<file path="src/rtl/msvba_pkg.sv">
// ----------------------------------------------------------------------------
// msvba_pkg: shared types and constants for the vector block allocator
// Holds the request codes, result status codes, the controller state type
// and the command group passed from the controller to the datapath.
// ----------------------------------------------------------------------------
`default_nettype none

package msvba_pkg;

    // Largest map the search tree is built for, and its number of levels.
    localparam int MAX_VECTORS = 64;
    localparam int LEVELS      = 7;

    // Field widths of one request and one result item.
    localparam int CMD_W   = 1;
    localparam int COUNT_W = 6;
    localparam int VEC_W   = 5;
    localparam int STAT_W  = 2;
    localparam int IDX_W   = 6;
    localparam int LVL_W   = 3;
    localparam int SPAN_W  = 7;

    // Request codes.
    localparam logic [CMD_W-1:0] CMD_ALLOC = 1'b0;
    localparam logic [CMD_W-1:0] CMD_FREE  = 1'b1;

    // Result status codes.
    localparam logic [STAT_W-1:0] ST_OK       = 2'd0;
    localparam logic [STAT_W-1:0] ST_INVALID  = 2'd1;
    localparam logic [STAT_W-1:0] ST_NO_SPACE = 2'd2;

    typedef enum logic [0:0] {
        S_IDLE = 1'b0,
        S_EXEC = 1'b1
    } t_state;

    // Commands from the controller to the datapath.
    typedef struct packed {
        logic load;  // capture the request fields and the block size
        logic exec;  // run the search, update the map, write the result
    } t_ctrl;

endpackage

`default_nettype wire

</file>
<file path="src/rtl/msvba_ctrl.sv">
// ----------------------------------------------------------------------------
// msvba_ctrl: request sequencer for the vector block allocator
// Accepts a request, runs the execute step when the result register is
// free to be written, and owns the result valid flag.
// ----------------------------------------------------------------------------
`default_nettype none

module msvba_ctrl (
    input  wire              i_clk,
    input  wire              i_rst_n,
    input  wire              i_s_tvalid,
    output logic             o_s_tready,
    output logic             o_m_tvalid,
    input  wire              i_m_tready,
    output msvba_pkg::t_ctrl o_ctrl
);

    msvba_pkg::t_state r_state;
    msvba_pkg::t_state n_state;
    logic              r_out_valid;
    logic              n_out_valid;
    logic              w_slot_free;

    // The result register may be written when empty or being drained now.
    assign w_slot_free = !r_out_valid || i_m_tready;

    always_comb begin
        n_state = r_state;
        case (r_state)
            msvba_pkg::S_IDLE: begin
                if (i_s_tvalid) begin
                    n_state = msvba_pkg::S_EXEC;
                end
            end
            msvba_pkg::S_EXEC: begin
                if (w_slot_free) begin
                    n_state = msvba_pkg::S_IDLE;
                end
            end
            default: begin
                n_state = msvba_pkg::S_IDLE;
            end
        endcase
    end

    always_comb begin
        o_s_tready  = 1'b0;
        o_ctrl      = '0;
        n_out_valid = r_out_valid && !i_m_tready;
        case (r_state)
            msvba_pkg::S_IDLE: begin
                o_s_tready  = 1'b1;
                o_ctrl.load = i_s_tvalid;
            end
            msvba_pkg::S_EXEC: begin
                if (w_slot_free) begin
                    o_ctrl.exec = 1'b1;
                    n_out_valid = 1'b1;
                end
            end
            default: begin
                o_s_tready = 1'b0;
            end
        endcase
    end

    always_ff @(posedge i_clk) begin
        if (!i_rst_n) begin
            r_state     <= msvba_pkg::S_IDLE;
            r_out_valid <= 1'b0;
        end else begin
            r_state     <= n_state;
            r_out_valid <= n_out_valid;
        end
    end

    assign o_m_tvalid = r_out_valid;

endmodule

`default_nettype wire

</file>
<file path="src/rtl/msvba_dp.sv">
// ----------------------------------------------------------------------------
// msvba_dp: in-use map and block search datapath
// Holds the in-use map, an AND tree of free flags for every aligned block
// size, the lowest-free-block search and the result register.
// ----------------------------------------------------------------------------
`default_nettype none

module msvba_dp #(
    parameter int VECTORS = 32
) (
    input  wire                                i_clk,
    input  wire                                i_rst_n,
    input  msvba_pkg::t_ctrl                   i_ctrl,
    input  wire  [msvba_pkg::CMD_W-1:0]        i_command,
    input  wire  [msvba_pkg::COUNT_W-1:0]      i_vector_count,
    input  wire  [msvba_pkg::VEC_W-1:0]        i_first_vector,
    output logic [msvba_pkg::STAT_W-1:0]       o_status,
    output logic [msvba_pkg::VEC_W-1:0]        o_base_vector,
    output logic [msvba_pkg::COUNT_W-1:0]      o_granted_count
);

    localparam logic [msvba_pkg::SPAN_W-1:0] VEC_LIMIT = msvba_pkg::SPAN_W'(VECTORS);

    // Captured request.
    logic [msvba_pkg::CMD_W-1:0]   r_cmd;
    logic [msvba_pkg::COUNT_W-1:0] r_cnt;
    logic [msvba_pkg::VEC_W-1:0]   r_first;
    logic [msvba_pkg::LVL_W-1:0]   r_lvl;
    logic [msvba_pkg::LVL_W-1:0]   n_lvl;

    logic [VECTORS-1:0] r_map;
    logic [VECTORS-1:0] n_map;

    logic [msvba_pkg::STAT_W-1:0]  r_status;
    logic [msvba_pkg::VEC_W-1:0]   r_base;
    logic [msvba_pkg::COUNT_W-1:0] r_granted;

    logic [msvba_pkg::LEVELS-1:0][msvba_pkg::MAX_VECTORS-1:0] w_free;
    logic [msvba_pkg::MAX_VECTORS-1:0] w_sel;
    logic                              w_found;
    logic [msvba_pkg::IDX_W-1:0]       w_idx;
    logic [msvba_pkg::SPAN_W-1:0]      w_size;
    logic [msvba_pkg::SPAN_W-1:0]      w_gn;
    logic [msvba_pkg::SPAN_W-1:0]      w_base;
    logic [msvba_pkg::SPAN_W-1:0]      w_set_end;
    logic [msvba_pkg::SPAN_W-1:0]      w_clr_end;
    logic [VECTORS-1:0]                w_set;
    logic [VECTORS-1:0]                w_clr;
    logic                              w_single;
    logic                              w_invalid;
    logic [msvba_pkg::COUNT_W-1:0]     w_cm1;

    // Block size exponent: ceil(log2(count)), zero for counts of zero or one.
    always_comb begin
        w_cm1 = i_vector_count - msvba_pkg::COUNT_W'(1);
        n_lvl = '0;
        if (i_vector_count > msvba_pkg::COUNT_W'(1)) begin
            for (int b = 0; b < msvba_pkg::COUNT_W; b++) begin
                if (w_cm1[b]) begin
                    n_lvl = msvba_pkg::LVL_W'(b + 1);
                end
            end
        end
    end

    // Free flags per aligned block; blocks reaching past the map read as used.
    always_comb begin
        w_free = '0;
        for (int i = 0; i < msvba_pkg::MAX_VECTORS; i++) begin
            if (i < VECTORS) begin
                w_free[0][i] = !r_map[i];
            end
        end
        for (int j = 1; j < msvba_pkg::LEVELS; j++) begin
            for (int i = 0; i < msvba_pkg::MAX_VECTORS / 2; i++) begin
                if (i < (msvba_pkg::MAX_VECTORS >> j)) begin
                    w_free[j][i] = w_free[j-1][2*i] && w_free[j-1][2*i+1];
                end
            end
        end
    end

    assign w_sel   = w_free[r_lvl];
    assign w_found = |w_sel;

    // Lowest free block at the selected size.
    always_comb begin
        w_idx = '0;
        for (int i = msvba_pkg::MAX_VECTORS - 1; i >= 0; i--) begin
            if (w_sel[i]) begin
                w_idx = msvba_pkg::IDX_W'(i);
            end
        end
    end

    assign w_single  = r_cnt <= msvba_pkg::COUNT_W'(1);
    assign w_size    = msvba_pkg::SPAN_W'(1) << r_lvl;
    assign w_invalid = !w_single && (w_size > VEC_LIMIT);
    assign w_gn      = w_single ? msvba_pkg::SPAN_W'(r_cnt) : w_size;
    assign w_base    = msvba_pkg::SPAN_W'(w_idx) << r_lvl;
    assign w_set_end = w_base + w_gn;
    assign w_clr_end = msvba_pkg::SPAN_W'(r_first) + msvba_pkg::SPAN_W'(r_cnt);

    always_comb begin
        for (int v = 0; v < VECTORS; v++) begin
            w_set[v] = (msvba_pkg::SPAN_W'(v) >= w_base)
                    && (msvba_pkg::SPAN_W'(v) < w_set_end);
            w_clr[v] = (msvba_pkg::SPAN_W'(v) >= msvba_pkg::SPAN_W'(r_first))
                    && (msvba_pkg::SPAN_W'(v) < w_clr_end);
        end
    end

    always_comb begin
        n_map = r_map;
        if (r_cmd == msvba_pkg::CMD_FREE) begin
            n_map = r_map & ~w_clr;
        end else if (!w_invalid && w_found) begin
            n_map = r_map | w_set;
        end
    end

    always_ff @(posedge i_clk) begin
        if (!i_rst_n) begin
            r_map <= '0;
        end else if (i_ctrl.exec) begin
            r_map <= n_map;
        end
    end

    always_ff @(posedge i_clk) begin
        if (i_ctrl.load) begin
            r_cmd   <= i_command;
            r_cnt   <= i_vector_count;
            r_first <= i_first_vector;
            r_lvl   <= n_lvl;
        end
        if (i_ctrl.exec) begin
            r_status  <= msvba_pkg::ST_OK;
            r_base    <= '0;
            r_granted <= '0;
            if (r_cmd == msvba_pkg::CMD_ALLOC) begin
                if (w_invalid) begin
                    r_status <= msvba_pkg::ST_INVALID;
                end else if (!w_found) begin
                    r_status <= msvba_pkg::ST_NO_SPACE;
                end else begin
                    r_base    <= w_base[msvba_pkg::VEC_W-1:0];
                    r_granted <= w_gn[msvba_pkg::COUNT_W-1:0];
                end
            end
        end
    end

    assign o_status        = r_status;
    assign o_base_vector   = r_base;
    assign o_granted_count = r_granted;

endmodule

`default_nettype wire

</file>
<file path="src/rtl/msi_vector_block_allocator.sv">
// A request is accepted in the idle state and its fields are registered; the
// execute state then runs the map search and update and registers the result.
// No new request is taken until the execute step has run. A waiting result
// does not stop the next request from being accepted, but holds its execute
// step until the result register is empty or being drained.
// Reset (synchronous, active low) clears the in-use map and the result valid.
// ----------------------------------------------------------------------------
// msi_vector_block_allocator: aligned power-of-two interrupt vector allocator
// Keeps a one-bit-per-vector in-use map. Allocate requests take the lowest
// free vector or the lowest naturally aligned free block of the rounded-up
// size; free requests clear a run of vectors without checks.
// ----------------------------------------------------------------------------
`default_nettype none

module msi_vector_block_allocator #(
    parameter int VECTORS = 32
) (
    input  wire         i_clk,
    input  wire         i_rst_n,
    // Request stream.
    input  wire         i_s_tvalid,
    output logic        o_s_tready,
    input  wire  [15:0] i_s_tdata,   // [5:0] vector_count, [10:6] first_vector, rest zero
    input  wire  [0:0]  i_s_tuser,   // [0] command: 0 allocate, 1 free
    // Result stream.
    output logic        o_m_tvalid,
    input  wire         i_m_tready,
    output logic [15:0] o_m_tdata    // [1:0] status, [6:2] base_vector,
                                     // [12:7] granted_count, rest zero
);

    // The controller decides when a request is captured and when the execute
    // step may run: only when the result register is empty or is being drained
    // in the same cycle, so no result is ever overwritten.
    msvba_pkg::t_ctrl w_ctrl;

    logic [msvba_pkg::STAT_W-1:0]  w_status;
    logic [msvba_pkg::VEC_W-1:0]   w_base_vector;
    logic [msvba_pkg::COUNT_W-1:0] w_granted_count;

    msvba_ctrl u_ctrl (
        .i_clk      (i_clk),
        .i_rst_n    (i_rst_n),
        .i_s_tvalid (i_s_tvalid),
        .o_s_tready (o_s_tready),
        .o_m_tvalid (o_m_tvalid),
        .i_m_tready (i_m_tready),
        .o_ctrl     (w_ctrl)
    );

    // The datapath holds the map, the free-block tree and the result payload.
    // Counts of zero and one search single vectors; larger counts search the
    // tree level of the rounded-up power of two, where blocks that would run
    // past the end of the map are never reported free.
    msvba_dp #(
        .VECTORS (VECTORS)
    ) u_dp (
        .i_clk           (i_clk),
        .i_rst_n         (i_rst_n),
        .i_ctrl          (w_ctrl),
        .i_command       (i_s_tuser),
        .i_vector_count  (i_s_tdata[5:0]),
        .i_first_vector  (i_s_tdata[10:6]),
        .o_status        (w_status),
        .o_base_vector   (w_base_vector),
        .o_granted_count (w_granted_count)
    );

    // The request bits above first_vector are padding and are not used.
    assign o_m_tdata = {3'b000, w_granted_count, w_base_vector, w_status};

endmodule

`default_nettype wire

</file>
<file path="config.mk">
export PLATFORM = sky130hd
export DESIGN_NAME = msi_vector_block_allocator
export DESIGN_NICKNAME = d
export VERILOG_FILES = /design/src/rtl/msvba_pkg.sv /design/src/rtl/msvba_ctrl.sv /design/src/rtl/msvba_dp.sv /design/src/rtl/msi_vector_block_allocator.sv
export SDC_FILE = /design/constraint.sdc
export NUM_CORES = 1
export LEC_CHECK = 0
export ABC_AREA = 0
export BUFFER_PORTS_ARGS = -buffer_cell sky130_fd_sc_hd__buf_2
export CORE_UTILIZATION = 24
export CTS_BUF_LIST = sky130_fd_sc_hd__clkbuf_8
export DETAILED_ROUTE_END_ITERATION = 16
export PLACE_DENSITY_LB_ADDON = 0.12
export SYNTH_ARGS = -nofsm -noshare
export SYNTH_HDL_FRONTEND = slang
export SYNTH_SLANG_ARGS = --single-unit
export TNS_END_PERCENT = 50
</file>
<file path="constraint.sdc">
create_clock -name i_clk -period 4.8 [get_ports i_clk]
set_input_delay 0.24 -clock i_clk [delete_from_list [all_inputs] [get_ports i_clk]]
set_output_delay 0.24 -clock i_clk [all_outputs]
set_load 0.02 [all_outputs]
</file>
Word-level counts from Yosys, hierarchy flattened. Index checks and enable logic that the tools add are counted.

Flip-flop bits (word level): 62. Input port bits: 21. Output and inout port bits: 18. Word-level logic and storage cells: 380.

$add $sub $neg: 3. Magnitude comparators: 131. Shift operators: 2. Mux-type cells: 86. Bitwise operators: 6. Reductions and logical operators: 140.

Operators by type and width (number): 2-to-1 mux 6 bit (64); less-than comparator 5 x 7 -> 1 bit, first input constant (32); binary-select mux 64 bit (select 3 bit) (1); >= comparator 5 x 7 -> 1 bit, first input constant (16); less-than comparator 4 x 7 -> 1 bit, first input constant (16); logical AND 1 bit (97); >= comparator 5 bit, first input constant (15); 2-to-1 mux 32 bit (2); 2-to-1 mux 64 bit (1); OR reduction 64 bit (1); >= comparator 4 x 7 -> 1 bit, first input constant (8); less-than comparator 3 x 7 -> 1 bit, first input constant (8); >= comparator 4 x 5 -> 1 bit, first input constant (8); logical NOT 1 bit (36); AND 32 bit (1); NOT 32 bit (1); OR 32 bit (1); >= comparator 3 x 7 -> 1 bit, first input constant (4); less-than comparator 1 x 7 -> 1 bit, first input constant (4); less-than comparator 2 x 7 -> 1 bit, first input constant (4); >= comparator 3 x 5 -> 1 bit, first input constant (4); 2-to-1 mux 3 bit (5); >= comparator 1 x 7 -> 1 bit, first input constant (2); >= comparator 2 x 7 -> 1 bit, first input constant (2); other kinds (21) (35).

Longest topological paths before layout.
Word-level depth: 79. Depth in mapped cells: 22. Mapped depth without buffers: 19.

By module. From an unflattened synthesis, not the netlist that was laid out.

Cells, all modules: 672. Area total of the unflattened synthesis: 5475.3 µm².

By module, submodules not included: msvba_dp (times used 1, cells each 659, area each 5346.4 µm², sequential area each 1481.4 µm²); msvba_ctrl (times used 1, cells each 9, area each 102.6 µm², sequential area each 40.0 µm²); msi_vector_block_allocator (times used 1, cells each 4, area each 26.3 µm², sequential area each 0.0 µm²).

Worst setup path after synthesis. OpenSTA, ideal clock, no wires.

Path kind: flip-flop to flip-flop. Start point: reg u_dp.r_lvl[0] (netlist bit). End point: reg u_dp.r_map[20]. Library setup time: 0.115 ns. Arrival: 4.572 ns. Data required time: 4.685 ns. Setup slack: 0.112 ns. Cell stages (with the launch flop): 20. Buffers on the path: 2. Period minus slack after synthesis: 4.688 ns. Path through: edfxtp_1 buf_4 or4b_1 o221a_2 a21boi_2 o21ai_4 or3_1 a32o_2 inv_6 buf_8 ha_1 o21a_1 o31a_1 or2_2 o41ai_1 nor2_1 nor3b_2 a21oi_2 a21o_1 a31o_1.

Longest elaborated chain between the ends: 73. Elaborated cells between the ends (all ways): 83. Those cells by class: add/sub (1); order compare (3); shift (2); mux (69); bitwise (1); reduce/logical (7).

Ends and longest elaborated chain: start: declaration (line msvba_dp.sv:28) `logic [msvba_pkg::LVL_W-1:0] r_lvl;`; start signal: assignment (line msvba_dp.sv:135) `r_lvl <= n_lvl;`; binary-select mux 64 bit (select 3 bit) (line msvba_dp.sv:83) `assign w_sel = w_free[r_lvl];`; 2-to-1 mux 64 bit (implied by the code) (line msvba_dp.sv:83); 2-to-1 mux 6 bit (64 in series) (line msvba_dp.sv:90) `if (w_sel[i]) begin`; << shifter 6 x 3 -> 7 bit (*) (line msvba_dp.sv:100) `assign w_base = msvba_pkg::SPAN_W'(w_idx) << r_lvl;`; named net u_dp.w_base (one bit) (line msvba_dp.sv:44) `logic [msvba_pkg::SPAN_W-1:0] w_base;`; adder 7 bit (line msvba_dp.sv:101) `assign w_set_end = w_base + w_gn;`; less-than comparator 5 x 7 -> 1 bit (line msvba_dp.sv:107) `&& (msvba_pkg::SPAN_W'(v) < w_set_end);`; logical AND 1 bit (*) (line msvba_dp.sv:107); OR 32 bit (*) (line msvba_dp.sv:118) `n_map = r_map | w_set;`; 2-to-1 mux 32 bit (*) (line msvba_dp.sv:117) `end else if (!w_invalid && w_found) begin`; 2-to-1 mux 32 bit (*) (line msvba_dp.sv:115) `if (r_cmd == msvba_pkg::CMD_FREE) begin`; end signal: assignment (line msvba_dp.sv:126) `r_map <= n_map;`; end: declaration (line msvba_dp.sv:31) `logic [VECTORS-1:0] r_map;`.

Mark *: on every way through the listed nets, which the timed path passes. The rest lies on a longest branch. The select of a mux whose other input is x is not followed. A chain may end at the register's enable or synchronous reset.

Worst setup path in the final report.
Start point: reg u_dp.r_lvl[0] (netlist bit). End point: reg u_dp.r_map[23].

Same word-level chain as after synthesis.

==> results.toml <==
[run_status]
status = "completed"

[global_routing]
grt_usage_pct = 19.62
grt_max_degree = 38
overflow = 0
antenna_found_initial = 0
grt_pass1_vias = 5645
grt_pass1_wl_um = 33040

[yosys]
ys.flop_type = "dfxtp_1"
synth_edf_count = 28
yosys.area.top_type_share_pct = 15.87
ys_seq_elements = 62
yosysTopAreaCell = "edfxtp_1"
synthTopCellsByArea = "edfxtp_1 (16%), dfxtp_1 (13%), o21ai_0 (4.3%), nand2_1 (4.3%), a21oi_1 (4.0%)"
synth_cells = 643
synth_area_um2 = 5298
syn_avg_cell_area_um2 = 8.239
synth.most_common_cell = "nand2_1"
ys_types = 96
synthTopCellsByCount = "nand2_1 (60), nor2_1 (56), o21ai_0 (46)"
synth_seq_area_share_pct = 28.72
yosysWarningCount = 0
synthArstFlopShare_pct = 0

[clock_network]
tritoncts = "yes"
root_buffer = "clkbuf_8"
htreeDepth = 3
hold_buffers = 0
path_clk_slew_ns = 0.08
cts_buffer_depth = 2
insertion_delay_ns = 0.37
numCtsBuffers = 9
cts_sinks = 62

[detailed_routing]
firstDrtPassIters = 5
num_vias = 5854
drtAntennaViolNets = 0
post_drt_via_cell_ratio = 5.356
wl_per_cell_um = 19.93
wirelength_um = 21790
drtIter0Drc = 395
drc_errors = 0

[placement]
gp_congestion = 0.9317
place_worst_setup_slack_ns = -0.1707
port_buffers = 30
place_inst = 1046
dp_hpwl_um = 16960
place_area_um2 = 6593

[power_and_ir_drop]
p_int_mw = 1.341
p_comb_share_pct = 49.6
p_leak_nw = 2.932
power_density_nw_per_um2 = 299.8
vdd_drop_max_mv = 0.1449
pwr-share-clk_pct = 21.8
p_switching_mw = 0.8968
power.share.sequential_pct = 28.6
swShare_pct = 40.08

[sta]
rsz0062_at_grt = "true"
setup_viol = 0
hold_ws_ns = 0.04649
fin_ws_ns = 0.02245
tightest_slew_ns = 0.8059
skew_ns = 0.01247
max-slew-margin-rel_pct = 45.89
fin_crit_sh_pct = 99.53
slew_viol_final = 0
finalCriticalPeriod_ns = 4.778
setup_tns_ns = 0
finalHoldViolCount = 0
fmax_mhz = 209.3

[floorplanning]
dieWidth_um = 150.6
die_height_um = 150.6
core_um2 = 21350
rows = 53
design.die.area_um2 = 22670
io_pins = 39
initial_core_util_pct = 24.81

[finish]
nNetsFinal = 850
drive_gt1_share_pct = 37.53
stdcell_area_um2 = 7463
insertedDiodeCount = 0
area_growth_pct = 40.88
regArea_um2 = 1524
multiInputGateArea_um2 = 3835
stdcell_count = 1093
n_fill_cell = 2257

[worst_setup_path]
path_max_fanout = 7
r2r_cells = 23
required_ns = 5.06
cp.arrival_ns = 5.04
critPathKind = "reg -> reg"
critPathLaunchType = "flop"
end_kind = "flop"

[hold_path]
hold_depth = 1
min_path_type = "in -> reg"

[run]
cap_viol_max_count = 0
## stage by stage
step	util, %	power (mW)
CTS	33.34	2.159
detailed placement	30.87	1.583
global route	34.95	2.357
floorplan	-	1.171
finish	34.95	2.238
global placement	30.87	1.580
## registers in the layout, summed over array words and instances (netlist names)
| register | cells |
|---|---|
| u_dp.r_map | 32 |
| u_dp.o_granted_count | 6 |
| u_dp.r_cnt | 6 |
| u_dp.o_base_vector | 5 |
| u_dp.r_first | 5 |
| u_dp.r_lvl | 3 |
| u_dp.o_status | 2 |
| u_ctrl.o_m_tvalid | 1 |
| u_ctrl.r_state | 1 |
| u_dp.r_cmd | 1 |
## power by group through the flow
stage	Clock, mW	Combinational, mW	Sequential, mW
finish	0.487	1.11	0.640
global route	0.525	1.19	0.646
CTS	0.505	1.02	0.638
detailed placement	0	0.933	0.650
global placement	0	0.932	0.648
floorplan	0	0.527	0.643
## what timing repair did
item                                   CTS  global route
buffers inserted                        15            17
endpoints found under the hold margin    0             0
setup endpoints to repair               27            30
pin swaps                               21            35
resized for setup                       41            55
cloned                                   1             0
## final cells by class
class                      instances  share of cell area [%]
clock inverter                     7                  0.9556
tap                              275                   4.610
timing repair buffer             188                   19.30
inverter                          30                   1.676
sequential                        62                   20.42
clock buffer                       9                   1.660
multi-input combinational        522                   51.38
## cells in the final DEF, fill, tap and decap left out, types with 5 or more instances in the layout
master / n
and2_1: 6
or2_2: 6
nor2_1: 52
o22ai_1: 5
a32o_1: 12
nor3_1: 19
o21a_1: 8
buf_4: 140
buf_6: 13
o21ai_0: 41
o21ai_1: 5
a21oi_2: 5
a21o_1: 10
nand2b_1: 7
edfxtp_1: 28
nor2_2: 5
a31oi_1: 16
dfxtp_1: 32
o211ai_1: 5
nor4_1: 10
ha_1: 10
nand3_1: 24
xor2_1: 6
a31o_1: 5
nand4_1: 9
inv_1: 26
clkbuf_8: 9
nand2_1: 57
nor4_4: 5
and3_1: 10
xnor2_1: 5
a211oi_1: 6
buf_2: 30
a21oi_1: 38
## path summary, 6_finish.rpt
check | from | endpoint | slack [ns]
max | u_dp.r_lvl[0] | u_dp.r_map[23] | 0.02
min | i_s_tdata[6] | u_dp.r_first[0] | 0.05
max reg2reg | u_dp.r_lvl[0] | u_dp.r_map[23] | 0.02
min reg2reg | u_ctrl.o_m_tvalid | u_ctrl.o_m_tvalid | 0.51
## metal layers
layer	global-route usage, %	wire, µm	vias to the layer above
met5	0	0	-
met4	5.450	542	0
met3	3.636	1146	34
met2	31.15	9890	195
met1	26.97	10210	2831
li1	-	-	2794
## critical path, cell delays in order, from the launching register on
cell and delay (ns):
edfxtp_1 0.45, buf_12 0.18, buf_12 0.13, nand3b_1 0.18, o221ai_2 0.24, o31ai_2 0.12, a211oi_2 0.35, buf_4 0.19
nor3_4 0.05, a32oi_4 0.24, o21ai_2 0.13, ha_4 0.26, buf_6 0.11, and3_4 0.15, a221o_1 0.38, buf_6 0.15
o41ai_4 0.34, buf_4 0.17, or2_4 0.13, a211oi_4 0.07, buf_6 0.16, and2_4 0.16, buf_6 0.11, a32o_2 0.23
## cell families after synthesis
kind of cell / Yosys count / share of synthesized area, %
AND/OR/NAND/NOR: 254 / 26.12
AO/OA/AOI/OAI: 235 / 32.67
flip-flops: 62 / 28.72
adder cells (fa/ha/maj): 16 / 4.062
other: 1 / 0.07079
buffers and inverters: 62 / 6.164
multiplexers: 2 / 0.3779
XOR/XNOR: 11 / 1.819
Note: power is estimated with default switching activity, not from simulation.
